===== config.mk =====
export PLATFORM = sky130hd
export DESIGN_NAME = hms_countdown_stopwatch_controller
export DESIGN_NICKNAME = d
export VERILOG_FILES = /design/src/design/hmscd_pkg.sv /design/src/design/hms_countdown_stopwatch_controller.sv /design/src/design/hmscd_step.sv
export SDC_FILE = /design/constraint.sdc
export NUM_CORES = 1
export LEC_CHECK = 0
export BUFFER_PORTS_ARGS = -buffer_cell sky130_fd_sc_hd__clkbuf_2
export CAP_MARGIN = 5
export CORE_AREA = 5 5 96 98
export CTS_CLUSTER_DIAMETER = 30
export CTS_CLUSTER_SIZE = 8
export DETAILED_ROUTE_END_ITERATION = 7
export DIE_AREA = 0 0 101 103
export PLACE_DENSITY = 0.88
export SLEW_MARGIN = 20
export SYNTH_ARGS = -nofsm -noshare
export SYNTH_HDL_FRONTEND = slang
export SYNTH_SLANG_ARGS = --single-unit

===== constraint.sdc =====
create_clock -name clk -period 8.4 [get_ports clk]
set_clock_uncertainty 0.1 [all_clocks]
set_input_delay 0.84 -clock clk [delete_from_list [all_inputs] [get_ports clk]]
set_output_delay 0.84 -clock clk [all_outputs]
set_load 0.02 [all_outputs]

===== src/design/hmscd_pkg.sv =====
package hmscd_pkg;

	localparam int TimeW = 6;
	localparam int KeyW  = 4;
	localparam int ScrW  = 4;

	localparam logic [TimeW-1:0] TIME_MAX = TimeW'(59);

	// keypad codes
	localparam logic [KeyW-1:0] KEY_A = KeyW'(10);
	localparam logic [KeyW-1:0] KEY_B = KeyW'(11);
	localparam logic [KeyW-1:0] KEY_C = KeyW'(12);
	localparam logic [KeyW-1:0] KEY_D = KeyW'(13);
	localparam logic [KeyW-1:0] KEY_E = KeyW'(14);
	localparam logic [KeyW-1:0] KEY_F = KeyW'(15);
	localparam logic [KeyW-1:0] KEY_DIGIT_MAX = KeyW'(9);
	localparam logic [KeyW-1:0] KEY_TENS_MAX  = KeyW'(5);

	// screen / mode codes
	localparam logic [ScrW-1:0] SCR_MENU    = ScrW'(0);
	localparam logic [ScrW-1:0] SCR_ENT_SU  = ScrW'(1);
	localparam logic [ScrW-1:0] SCR_ENT_ST  = ScrW'(2);
	localparam logic [ScrW-1:0] SCR_ENT_MU  = ScrW'(3);
	localparam logic [ScrW-1:0] SCR_ENT_MT  = ScrW'(4);
	localparam logic [ScrW-1:0] SCR_ENT_HU  = ScrW'(5);
	localparam logic [ScrW-1:0] SCR_ENT_HT  = ScrW'(6);
	localparam logic [ScrW-1:0] SCR_COUNT   = ScrW'(7);
	localparam logic [ScrW-1:0] SCR_TPAUSE  = ScrW'(8);
	localparam logic [ScrW-1:0] SCR_DONE    = ScrW'(9);
	localparam logic [ScrW-1:0] SCR_SWREADY = ScrW'(10);
	localparam logic [ScrW-1:0] SCR_SWRUN   = ScrW'(11);
	localparam logic [ScrW-1:0] SCR_SWPAUSE = ScrW'(12);

	localparam logic OP_TICK = 1'b0;
	localparam logic OP_KEY  = 1'b1;

	typedef struct packed {
		logic            op;
		logic [KeyW-1:0] key_code;
	} evt_t;

	typedef struct packed {
		logic [TimeW-1:0] hours_now;
		logic [TimeW-1:0] minutes_now;
		logic [TimeW-1:0] seconds_now;
		logic [ScrW-1:0]  screen;
		logic             done_pulse;
	} disp_t;

	typedef struct packed {
		logic [ScrW-1:0]  mode;
		logic [TimeW-1:0] hours;
		logic [TimeW-1:0] minutes;
		logic [TimeW-1:0] seconds;
	} clk_state_t;

endpackage


===== src/design/hms_countdown_stopwatch_controller.sv =====
//  channel | dir | handshake              | payload
//  evt     | in  | evt_valid / evt_stall  | evt_t  : op, key_code
//  disp    | out | disp_valid / disp_stall| disp_t : h, m, s, screen, done_pulse
//
//  One event a cycle sustained while disp is not stalled. An accepted event is
//  held in the input stage, then applied to the mode and time registers and the
//  disp result register, whose beat then appears on disp.
//  arst_n clears the mode to the menu and the time to 00:00:00.
//  A stalled disp beat holds; evt stalls only while both stages are full and
//  disp is stalled.
module hms_countdown_stopwatch_controller import hmscd_pkg::*; (
	input  logic  clk,
	input  logic  arst_n,
	input  logic  evt_valid,
	output logic  evt_stall,
	input  evt_t  evt,
	output logic  disp_valid,
	input  logic  disp_stall,
	output disp_t disp
);

	logic       valid_s1;
	evt_t       evt_s1;
	logic       valid_q;
	disp_t      disp_q;
	clk_state_t state_q;
	clk_state_t state_nxt;
	logic       done_nxt;
	logic       advance;

	// the result register can take a beat when it is empty or being drained
	assign advance   = ~valid_q | ~disp_stall;
	assign evt_stall = valid_s1 & ~advance;

	hmscd_step u_step (
		.cur  (state_q),
		.evt  (evt_s1),
		.nxt  (state_nxt),
		.done (done_nxt)
	);

	always_ff @(posedge clk or negedge arst_n) begin
		if (!arst_n) begin
			valid_s1 <= 1'b0;
		end else if (!evt_stall) begin
			valid_s1 <= evt_valid;
		end
	end

	always_ff @(posedge clk) begin
		if (!evt_stall && evt_valid)
			evt_s1 <= evt;
	end

	always_ff @(posedge clk or negedge arst_n) begin
		if (!arst_n) begin
			valid_q      <= 1'b0;
			state_q.mode <= SCR_MENU;
			state_q.hours   <= '0;
			state_q.minutes <= '0;
			state_q.seconds <= '0;
		end else if (advance) begin
			valid_q <= valid_s1;
			if (valid_s1)
				state_q <= state_nxt;
		end
	end

	always_ff @(posedge clk) begin
		if (advance && valid_s1) begin
			disp_q.hours_now   <= state_nxt.hours;
			disp_q.minutes_now <= state_nxt.minutes;
			disp_q.seconds_now <= state_nxt.seconds;
			disp_q.screen      <= state_nxt.mode;
			disp_q.done_pulse  <= done_nxt;
		end
	end

	assign disp_valid = valid_q;
	assign disp       = disp_q;

endmodule


===== src/design/hmscd_step.sv =====
module hmscd_step import hmscd_pkg::*; (
	input  clk_state_t cur,
	input  evt_t       evt,
	output clk_state_t nxt,
	output logic       done
);

	logic             is_key;
	logic             is_tick;
	logic [KeyW-1:0]  key;
	logic [ScrW-1:0]  mode;
	logic             tens;
	logic             digit_ok;
	logic [TimeW-1:0] add;
	logic             all_zero;
	logic             ms_zero;
	logic             all_max;
	logic             ms_max;

	always_comb begin
		is_key  = (evt.op == OP_KEY);
		is_tick = (evt.op == OP_TICK);
		key     = evt.key_code;
		// codes past the last screen fall back to the menu
		mode    = (cur.mode > SCR_SWPAUSE) ? SCR_MENU : cur.mode;

		tens     = ~mode[0];
		digit_ok = tens ? (key <= KEY_TENS_MAX) : (key <= KEY_DIGIT_MAX);
		add      = tens ? (TimeW'({key, 3'b000}) + TimeW'({key, 1'b0})) : TimeW'(key);

		all_zero = (cur.hours == '0) && (cur.minutes == '0) && (cur.seconds == '0);
		ms_zero  = (cur.minutes == '0) && (cur.seconds == '0);
		all_max  = (cur.hours == TIME_MAX) && (cur.minutes == TIME_MAX)
			&& (cur.seconds == TIME_MAX);
		ms_max   = (cur.minutes == TIME_MAX) && (cur.seconds == TIME_MAX);
	end

	always_comb begin
		nxt      = cur;
		nxt.mode = mode;
		done     = 1'b0;
		case (mode)
			SCR_MENU: begin
				if (is_key && key == KEY_A)
					nxt.mode = SCR_ENT_SU;
				else if (is_key && key == KEY_B)
					nxt.mode = SCR_SWREADY;
			end
			SCR_ENT_SU, SCR_ENT_ST, SCR_ENT_MU, SCR_ENT_MT, SCR_ENT_HU, SCR_ENT_HT: begin
				if (is_key && digit_ok) begin
					if (mode <= SCR_ENT_ST)
						nxt.seconds = cur.seconds + add;
					else if (mode <= SCR_ENT_MT)
						nxt.minutes = cur.minutes + add;
					else
						nxt.hours = cur.hours + add;
					nxt.mode = (mode == SCR_ENT_HT) ? SCR_COUNT : mode + ScrW'(1);
				end
			end
			SCR_COUNT: begin
				if (is_key) begin
					if (key == KEY_F)
						nxt.mode = SCR_TPAUSE;
				end else if (all_zero) begin
					nxt.mode = SCR_DONE;
					done     = 1'b1;
				end else if (ms_zero) begin
					nxt.hours   = cur.hours - TimeW'(1);
					nxt.minutes = TIME_MAX;
					nxt.seconds = TIME_MAX;
				end else if (cur.seconds == '0) begin
					nxt.minutes = cur.minutes - TimeW'(1);
					nxt.seconds = TIME_MAX;
				end else begin
					nxt.seconds = cur.seconds - TimeW'(1);
				end
			end
			SCR_TPAUSE, SCR_SWPAUSE: begin
				if (is_key && key == KEY_E) begin
					nxt.mode = (mode == SCR_TPAUSE) ? SCR_COUNT : SCR_SWRUN;
				end else if (is_key && key == KEY_D) begin
					nxt.mode    = SCR_MENU;
					nxt.hours   = '0;
					nxt.minutes = '0;
					nxt.seconds = '0;
				end
			end
			SCR_DONE: begin
				if (is_key && key == KEY_C)
					nxt.mode = SCR_MENU;
			end
			SCR_SWREADY: begin
				if (is_key && key == KEY_E)
					nxt.mode = SCR_SWRUN;
			end
			SCR_SWRUN: begin
				if (is_key) begin
					if (key == KEY_F)
						nxt.mode = SCR_SWPAUSE;
				end else if (all_max) begin
					nxt.mode    = SCR_MENU;
					nxt.hours   = '0;
					nxt.minutes = '0;
					nxt.seconds = '0;
				end else if (ms_max) begin
					nxt.hours   = cur.hours + TimeW'(1);
					nxt.minutes = '0;
					nxt.seconds = '0;
				end else if (cur.seconds == TIME_MAX) begin
					nxt.minutes = cur.minutes + TimeW'(1);
					nxt.seconds = '0;
				end else begin
					nxt.seconds = cur.seconds + TimeW'(1);
				end
			end
			default: begin
				nxt.mode = SCR_MENU;
			end
		endcase
		// an unused tick leaves everything as is
		if (is_tick && mode != SCR_COUNT && mode != SCR_SWRUN)
			nxt.mode = mode;
	end

endmodule


## Word-level counts from Yosys, hierarchy flattened

Index checks and enable logic that the tools add are counted.

| word-level totals | value |
|---|---|
| logic and storage cells | 123 |
| input bits | 9 |
| output and inout bits | 25 |
| bits in registers | 52 |

| operators by class | value |
|---|---|
| equal/unequal tests | 23 |
| add/sub/neg operators | 11 |
| reduce and logical (&&, ||, !) cells | 25 |
| bitwise operators | 7 |
| multiplexer cells | 39 |
| $lt $le $gt $ge | 5 |

Operator list:

| cell | count |
|---|---|
| $mux 18 | 5 |
| $pmux 18 s4 | 1 |
| $mux 4 | 15 |
| $mux 6 | 10 |
| $eq 4x4->1 const B | 11 |
| $mux 22 | 2 |
| $mux 12 | 3 |
| $pmux 4 s7 | 1 |
| $add 6x1->6 const B | 3 |
| $add 6x6->6 | 3 |
| $eq 6x6->1 const B | 3 |
| $logic_not 6->1 | 3 |
| $sub 6x1->6 const B | 3 |
| $eq 4x3->1 const B | 4 |
| $logic_and 1x1->1 | 16 |
| $eq 4x2->1 const B | 2 |
| $le 4x3->1 const B | 2 |
| $add 6x5->6 | 1 |
| $reduce_or 6->1 | 1 |
| $not 1->1 | 5 |
| $add 4x1->4 const B | 1 |
| $eq 4x1->1 const B | 1 |
| $gt 4x4->1 const B | 1 |
| $le 4x2->1 const B | 1 |
| other kinds (10) | 12 |

## Longest topological paths before layout

| depth | value |
|---|---|
| word-level depth | 9 |
| mapped depth | 15 |
| gate-level depth less buffers | 12 |

## Modules after synthesis

A second synthesis with hierarchy kept.

| unflattened totals | value |
|---|---|
| cell total of the unflattened synthesis | 522 |
| area total of the unflattened synthesis | 4669.5 sq um |

By module, submodules not included:

| module | area each (sq um) | sequential area each (sq um) | cells an instance | times used |
|---|---|---|---|---|
| hmscd_step | 2910.3 | 0.0 | 440 | 1 |
| hms_countdown_stopwatch_controller | 1759.2 | 1441.4 | 82 | 1 |

## Least setup slack after synthesis

OpenSTA, ideal clock, no wires.

| timing path | value |
|---|---|
| path kind | flip-flop to flip-flop |
| start | register state_q[20] (netlist bit) |
| end | register disp_q, in the netlist disp[22], data pin |
| clock period less this slack | 3.576 ns |
| data arrival time | 3.216 ns |
| slack | 4.824 ns |
| cell stages (with the launch flop) | 14 |
| cells stage by stage | dfrtp_1 buf_6 clkbuf_1 and2_1 nor2_1 inv_1 ha_1 buf_6 or3_4 a21oi_4 a21oi_1 and4_1 or4_1 mux2_2 |

RTL lines:

| item | line | RTL |
|---|---|---|
| from (decl) | hms_countdown_stopwatch_controller.sv:26 | `clk_state_t state_q;` |
| from (signal assigned) | hms_countdown_stopwatch_controller.sv:65 | `state_q <= state_nxt;` |
| to (decl) | hms_countdown_stopwatch_controller.sv:25 | `disp_t disp_q;` |

==> results by group <==
Status
  – Outcome: finished, final reports clean

Global routing
  – Grt ovf: 0
  – Largest net degree at the start of global routing: 33
  – Number of global-route vias before repair: 5058
  – First-pass GRT wire length: roughly 27000 µm
  – GRT Overall Usage: between 30% and 40%
  – Initial antenna violation count: 0

Finish
  – Layout Nets: 685
  – Most common cell after layout, fill and taps aside: nand2_1
  – Fraction of layout cells with a size suffix above 1: 10.9%
  – # fillers: 724
  – N_diodes: 0
  – Leading cell types in the layout, fill and taps excluded: nand2_1, nor2_1, o21ai_0, a21oi_1, clkbuf_2
  – Final Util: approximately 65%
  – Post-Layout Cell Count: ~750
  – Area Overhead vs Synth: 4.47%

Clock tree
  – Worst-path clk slew: about 0.1 ns
  – Cts repair resizes: 0
  – Latest clock arrival within the worst-skew pair: 0.31 ns
  – Clock root buffer: clkbuf_8
  – Clk buf depth: 2
  – Setup bufs post-CTS: 0
  – Hold_buf cts: 0
  – CTS H-tree depth: 2
  – # clock sinks: 52
  – TritonCTS Buffers: 5
  – CTS tree: done

Synth
  – Sequential fraction of the synthesis area: roughly 28%
  – Unique masters post-synth: 87
  – Ys flop type: edfxtp_1
  – Post-synthesis instance area: slightly above 5000 µm²
  – Post-Syn Area per Cell: 8.11 µm²
  – Gate Count Post-Synth: approximately 640
  – Ys async rst share: 46.2%
  – Post-synth EDFFs: 28
  – Synth Register Bits: 52
  – Post-Syn Nets: between 600 and 700
  – Yosys warning total: 0

Route
  – Pre-antenna DRT Iters: 7
  – DRC Markers: 0
  – Routed Antenna Nets: 0
  – Via count: about 5.5k
  – DR WL/cell: approximately 23 µm
  – Drt total wl: ~17000 µm
  – DR iter-0 viols: 749
  – Vias/cell: a little over 7

Flow run
  – MaxCap Viol Count: 0

Placed design
  – Routability Congestion: about 1.1
  – Cells after DPL: ~750
  – Port bufs: 33
  – Post-DP HPWL: approximately 13000 µm

Pwr
  – Total Power: 1930 µW
  – Power Density: 357 nW/µm²
  – VDD IR max: roughly 0.19 mV
  – Pleak: between 0.002 and 0.0025 µW

Worst setup path
  – Buffer and inverter count on the worst path: 1
  – Slowest stage delay, CP: 0.75 ns
  – Critical path type: flop to flop
  – CP required: roughly 8.3 ns
  – Type of origin of the critical path: flop
  – CP arrival: between 4 and 5 ns
  – Critical path endpoint category: flop
  – Cells along the critical path: a21boi_4, inv_1, ha_1, or3_4, a21o_1, nor2_2, o21ai_1, a2111oi_2, o21ai_1
  – Crit path max-delay family: compound AO/OA/AOI/OAI gates
  – Max FO, Critical Path: 25
  – CP max stage cell: nor2_2
  – Cell mode on critical path: o21ai_1

Floorplanning
  – Row cnt: 34
  – I/O pin count: 34
  – Die W: 101 µm
  – Core Area: roughly 8400 µm²
  – Starting Density: approximately three fifths
  – Die area: between 10000 and 15000 µm²
  – Die Y: approximately 100 µm

Timing
  – Final Hold Fails: 0
  – Worst-Margin Slew: around 0.99 ns
  – Slew Viols, Final: 0
  – Slew Limit Headroom: between 30 and 40%
  – # setup viols final: 0
  – Setup TNS: 0 ns
  – Min cycle time layout: roughly 4.6 ns
  – Crit share post-route: a little over half
  – RSZ-0062 raised after global routing: false
  – Highest clock rate: approximately 220 MHz

Worst hold path
  – Hold WC Path Type: flop to flop
==> power by group <==
part           leakage [µW]  switching, µW  internal [µW]  total (µW)
combinational       0.00160            830            444        1270
clock             0.0000460           92.2           58.6         151
sequential         0.000585            148            360         509
total               0.00223           1070            862        1930
==> through the flow <==
step / setup slack (ns) / hold WS [ns] / area (µm²)
2_1_floorplan: 4.82 / 0.357 / 5180
5_1_grt: 3.61 / 0.472 / 5410
4_1_cts: 3.89 / 0.426 / 5410
6_report: 3.83 / 0.425 / 5410
3_5_place_dp: 3.91 / 0.400 / 5330
3_3_place_gp: 4.08 / 0.378 / 5330
==> kinds of logic after synthesis <==
logic type	after synthesis	synth area share [%]
xor gates and xnor gates	10	1.84
and+or+nand+nor	253	26.1
buffers and inverters	66	5.53
AOI/OAI and AO/OA	216	28.4
muxes	10	2.08
adders and majority gates	32	8.31
DFF	52	27.8
==> Yosys cell counts (6+ instances only) <==
cell       n  area share (%)
o22ai_1    6            0.72
a31oi_1   15             1.8
inv_1     26             1.9
ha_1      28             6.8
o21ai_0   46             4.4
and3_1     8            0.97
a21o_1    13             1.9
buf_2     10            0.97
nor2b_1    9             1.1
nand3_1   26             2.5
o21a_1     6            0.87
nand2_1   55             4.0
and2_1    10             1.2
nand4_1    6            0.72
clkbuf_1  24             1.7
nor4_1    10             1.2
o31ai_1    9             1.3
nor2_1    50             3.6
a21oi_1   42             4.1
dfrtp_1   24              12
edfxtp_1  28              16
nor3_1    23             2.2
nand2b_1   7            0.84
nor3b_1    7             1.0
mux2_2     6             1.3
a211oi_1  13             1.9
o21ai_1    9            0.87
xnor2_1    7             1.2
==> worst paths after layout <==
check / startpoint / end / slack (ns) / cells past startpoint
max in group asynchronous: arst_n / state_q[17]$_DFFE_PN0P_ / 7.28 / 1
min in group asynchronous: arst_n / state_q[5]$_DFFE_PN0P_ / 0.46 / 1
worst min-delay path: valid_s1$_DFFE_PN0N_ / disp_valid$_DFFE_PN0N_ / 0.43 / 1
worst min register to register: valid_s1$_DFFE_PN0N_ / disp_valid$_DFFE_PN0N_ / 0.43 / 1
worst max-delay path: state_q[20]$_DFFE_PN0P_ / disp[20]$_DFFE_PP_ / 3.83 / 9
worst max register to register: state_q[20]$_DFFE_PN0P_ / disp[20]$_DFFE_PP_ / 3.83 / 9
==> final cells by class <==
class | instances | area [µm²] | area share (%)
Multi-Input combinational cell | 521 | 3450 | 63.8
Sequential cell | 52 | 1440 | 26.6
Timing Repair Buffer | 37 | 195 | 3.61
Tap cell | 108 | 135 | 2.50
Inverter | 27 | 101 | 1.87
Clock buffer | 5 | 68.8 | 1.27
Clock inverter | 3 | 17.5 | 0.324
==> flip-flops by register name, summed over array words and instances, names as in the netlist <==
signal	flops
disp	23
state_q	22
evt_s1	5
disp_valid	1
valid_s1	1
==> metal layers <==
layer	GRT usage [%]	vias up	wire, µm
li1	-	2443	-
met5	0	-	0
met3	5.21	80	1890
met1	47.0	2545	6870
met4	14.8	0	790
met2	51.9	398	7860
Power figures use the tool's default switching activity.
